<file path="config.mk">
export PLATFORM = sky130hd
export DESIGN_NAME = mts_chain
export DESIGN_NICKNAME = d
export VERILOG_FILES = /design/src/design/mts_pkg.sv /design/src/design/mts_cell.sv /design/src/design/mts_chain.sv
export SDC_FILE = /design/constraint.sdc
export NUM_CORES = 2
export LEC_CHECK = 0
export BUFFER_PORTS_ARGS = -buffer_cell sky130_fd_sc_hd__buf_2
export CAP_MARGIN = 20
export CORE_UTILIZATION = 60
export CTS_BUF_LIST = sky130_fd_sc_hd__clkbuf_4 sky130_fd_sc_hd__clkbuf_8
export DETAILED_ROUTE_END_ITERATION = 10
export PLACE_DENSITY_LB_ADDON = 0.12
export SLEW_MARGIN = 25
export SYNTH_ARGS = -nofsm -noshare
export SYNTH_HDL_FRONTEND = slang
export SYNTH_SLANG_ARGS = --single-unit
export TNS_END_PERCENT = 10
</file>
<file path="constraint.sdc">
create_clock -name clk -period 48.8 [get_ports clk]
set_clock_uncertainty 0.1 [all_clocks]
set_input_delay 9.76 -clock clk [delete_from_list [all_inputs] [get_ports clk]]
set_output_delay 9.76 -clock clk [all_outputs]
set_load 0.02 [all_outputs]
</file>
<file path="src/design/mts_pkg.sv">
// ---------------------------------------------------------------------------
// mts_pkg
// Shared types and constants for the minimum-tracking stack unit.
// ---------------------------------------------------------------------------
package mts_pkg;

  localparam int STACK_DEPTH = 64;
  localparam int DATA_W      = 32;
  localparam int CNT_W       = $clog2(STACK_DEPTH + 1);
  localparam int DEPTH_W     = 7;
  localparam int OP_W        = 2;
  localparam int STATUS_W    = 2;

  localparam int OUT_FIELDS_W = 2 * DATA_W + DEPTH_W + STATUS_W;
  localparam int IN_TDATA_W   = ((DATA_W + 7) / 8) * 8;
  localparam int OUT_TDATA_W  = ((OUT_FIELDS_W + 7) / 8) * 8;

  // Bit positions of the result fields in out_tdata.
  localparam int TOP_LSB    = 0;
  localparam int MIN_LSB    = TOP_LSB + DATA_W;
  localparam int DEPTH_LSB  = MIN_LSB + DATA_W;
  localparam int STATUS_LSB = DEPTH_LSB + DEPTH_W;

  typedef enum logic [OP_W-1:0] {
    OP_QUERY = 2'd0,
    OP_PUSH  = 2'd1,
    OP_POP   = 2'd2
  } op_t;

  typedef enum logic [STATUS_W-1:0] {
    ST_OK         = 2'd0,
    ST_POP_EMPTY  = 2'd1,
    ST_PUSH_FULL  = 2'd2
  } status_t;

  // Shift command broadcast to every cell of one chain.
  typedef struct packed {
    logic push;
    logic pop;
  } shift_t;

endpackage

</file>
<file path="src/design/mts_cell.sv">
// ---------------------------------------------------------------------------
// mts_cell
// One stack entry: takes the entry above on a push, the entry below on a pop.
// ---------------------------------------------------------------------------
module mts_cell
  import mts_pkg::*;
(
  input  logic              clk,
  input  shift_t            ctl,
  input  logic [DATA_W-1:0] from_above,
  input  logic [DATA_W-1:0] from_below,
  output logic [DATA_W-1:0] data_o
);

  logic [DATA_W-1:0] data_r;
  logic [DATA_W-1:0] data_nxt;

  always_comb begin
    data_nxt = data_r;
    if (ctl.push) begin
      data_nxt = from_above;
    end else if (ctl.pop) begin
      data_nxt = from_below;
    end
  end

  always_ff @(posedge clk) begin
    data_r <= data_nxt;
  end

  assign data_o = data_r;

endmodule

</file>
<file path="src/design/mts_chain.sv">
// ---------------------------------------------------------------------------
// mts_chain
// Row of stack cells with the top entry in cell 0.
// ---------------------------------------------------------------------------
module mts_chain
  import mts_pkg::*;
(
  input  logic              clk,
  input  shift_t            ctl,
  input  logic [DATA_W-1:0] push_data,
  output logic [DATA_W-1:0] top_o,
  output logic [DATA_W-1:0] next_o
);

  logic [DATA_W-1:0] cell_q [STACK_DEPTH];

  for (genvar i = 0; i < STACK_DEPTH; i++) begin : g_cell
    logic [DATA_W-1:0] above;
    logic [DATA_W-1:0] below;

    if (i == 0) begin : g_first
      assign above = push_data;
    end else begin : g_mid
      assign above = cell_q[i-1];
    end

    // The bottom cell keeps its own value on a pop; it is then beyond the count.
    if (i == STACK_DEPTH - 1) begin : g_last
      assign below = cell_q[i];
    end else begin : g_inner
      assign below = cell_q[i+1];
    end

    mts_cell u_cell (
      .clk        (clk),
      .ctl        (ctl),
      .from_above (above),
      .from_below (below),
      .data_o     (cell_q[i])
    );
  end

  assign top_o  = cell_q[0];
  assign next_o = cell_q[1];

endmodule

</file>
==> summary.md <==
| Metric | Value |
|---|---|
| Max FO, Critical Path | 183 |
| Largest area contributor in the synthesized netlist | edfxtp_1 |
| Critical Path RT | 49,260 ps |
| Peak supply drop | 0.0280 mV |
| RSZ-0062 raised after global routing | false |
| WL met3 | 4.50 mm |
| Synthesized netlist net count | 4,324 |
| Die H | 381 um |
| Area Overhead vs Synth | 8.95% |
| Register area share after synthesis | 71.4% |
| Site row count | 138 |
| Synth Flop Type | edfxtp_1 |
| Number of synthesized flops with an enable pin | 2,048 |
| H-tree depth | 5 |
| Design Area, Final | 0.0938 sq mm |
| Slowest-stage cell, CP | buf_4 |
| Uppermost layer routed | met4 |
| Filler cells | 9,646 |
| Worst skew pair latency | 970 ps |
| GRT overflow | 0 |
| Vias/cell | 5.60 |
| Synth cell types | 5 |
| CP arrival | 15,230 ps |
| First DRT Iteration DRCs | 2,673 |
| Startpoint Class | input port |
| Num CTS Buffers | 343 |
| Top cell by count, worst path | buf_12 |
| Clock transition at the registers of the reported paths | 60 ps |
| Wirelength, routed | 118 mm |
| Fin crit share | 30.3% |
| CTS tree | done |
| PortBufs | 98 |
| Clock Path Buffers | 4 |
| Residual DRC | 0 |
| Area after DPL | 0.0875 sq mm |
| GR Util All Layers | 16.2% |
| Remaining antenna violation count after routing | 0 |
| Clock sink count | 2,048 |
| Wire length per cell | 17.8 um |
| Critical Path Max Stage Delay | 890 ps |
| Critical path, cell by cell | buf_12 > buf_16 > or2_4 > buf_12 > buf_4 > buf_4 > buf_12 > buf_16 |
| PD cells | 46.3 mW/mm^2 |
| Crit path kind | in -> reg |
| Hold WS | 284 ps |
| Max reg flops | 2,048 |
| Mean Syn Cell Area | 20.1 sq um |
| Critical Path Sink Type | flop |
| Core area | 0.142 sq mm |
| Worst slew pin tran | 1020 ps |
| RD Place Congestion | 0.750 |
| Nets | 4,588 |
| Final setup viols | 0 |
| Worst reg-to-reg path cell count | 1 |
| Cell leakage power | 32.9 nW |
| Post-CTS Hold Fix Bufs | 0 |
| Met1 wire length | 55.9 mm |
| Max Slew Vio Count | 0 |
| First-pass GRT wire length | 197 mm |
| IO Count | 99 |
| Synth warn | 0 |
| DIE AREA | 0.145 sq mm |
| Top-count cell post-synth | edfxtp_1 |
| Worst path bufs/invs | 7 |
| Commonest cells post-synth | edfxtp_1, mux2_2, buf_6 |
| Number of hold violations in the final report | 0 |
| Starting Density | 60.7% |
| Total of max-cap violations | 0 |
| Fmax | 67.7 MHz |
| Drt pass-1 iters | 5 |
| Largest net degree at the start of global routing | 217 |
| Mapped cell area | 0.0861 sq mm |
| Critical path depth | 8 |
| Synthesis-stage register bit count | 2,048 |
| Hold crit path type | reg -> reg |
| Vias | 37,240 |
| Yosys top cell area share | 71.4% |
| Async set-reset flop share out of synthesis | 0% |
| Vias in the first global route | 39,158 |
| Post-Route Setup TNS | 0 ps |
| WHS Path Cells | 0 |
| Post-CTS Repair Setup Buffers | 0 |
| Hpwl dp | 63.9 mm |
| Register area | 0.0615 sq mm |
| Outcome | complete, no violations |
| Synth top area cells | edfxtp_1, mux2_2, buf_6 |
| Die width | 381 um |
| Post_cts resized | 0 |
| Post-Syn Instances | 4,289 |
| Root Driver | clkbuf_8 |
| WL met2 | 54.6 mm |
| Initial antenna violation count | 3 |
| Slew headroom | 31.9% |
| Final min period | 14,770 ps |
| Multi-input logic area | 0.0227 sq mm |
| R2R setup slack | 47,610 ps |
| Share of post-route cells with drive strength above 1 | 55.9% |
| Delay-heaviest family, CP | buffers and inverters |
## metrics by stage
step / utilization [%] / std cells / worst slack [ps] / total power [mW]
floorplan: - / 4289 / 13060 / 2.93
global route: 66.1 / 6647 / 33610 / 4.55
detailed placement: 61.6 / 6092 / 32850 / 2.98
global placement: 61.6 / 6092 / 32870 / 2.95
CTS: 66.0 / 6639 / 33900 / 4.41
finish: 66.1 / 6647 / 34030 / 4.34
## cells in the final DEF (no fill, tap or decap)
cell type,count
clkinvlp_4,3
buf_4,26
buf_16,5
clkinv_2,10
bufinv_16,4
buf_6,6
or2_4,1
buf_2,97
clkbuf_8,352
mux2_2,2016
clkbuf_4,126
buf_12,9
diode_2,2
clkinv_1,51
inv_6,1
edfxtp_1,2048
## power by group
| part | switching, mW | internal, mW | leakage (nW) |
|---|---|---|---|
| Combinational | 0.152 | 0.270 | 8.67 |
| Clock | 0.626 | 0.775 | 3.29 |
| Sequential | 0.161 | 2.36 | 20.9 |
## per-layer routing
metal	global-route usage, %	vias up
met1	23.5	18748
met3	3.34	286
li1	-	17646
met5	0	-
met2	24.1	560
met4	6.35	0
## cell families after synthesis
group / Yosys count / synth area share (%)
muxes: 2016 / 26.4
buffers and inverters: 224 / 2.22
DFF: 2048 / 71.4
and+or+nand+nor: 1 / 0.00727
## cell type report
type	count	share of cell area [%]
antenna	2	0.00533
clock buffer	478	6.17
clock inverter	69	0.419
multi-input combinational	2017	24.2
sequential	2048	65.5
tap	1890	2.52
timing repair buffer	143	1.14
## worst paths after layout
| kind | from | to |
|---|---|---|
| worst max register to register | g_cell[6].u_cell.data_o[17] | g_cell[7].u_cell.data_o[17] |
| worst min register to register | g_cell[62].u_cell.data_o[17] | g_cell[63].u_cell.data_o[17] |
| worst max-delay path | ctl[1] | g_cell[36].u_cell.data_o[18] |
| worst min-delay path | g_cell[62].u_cell.data_o[17] | g_cell[63].u_cell.data_o[17] |
(Power assumes the default switching activity.)
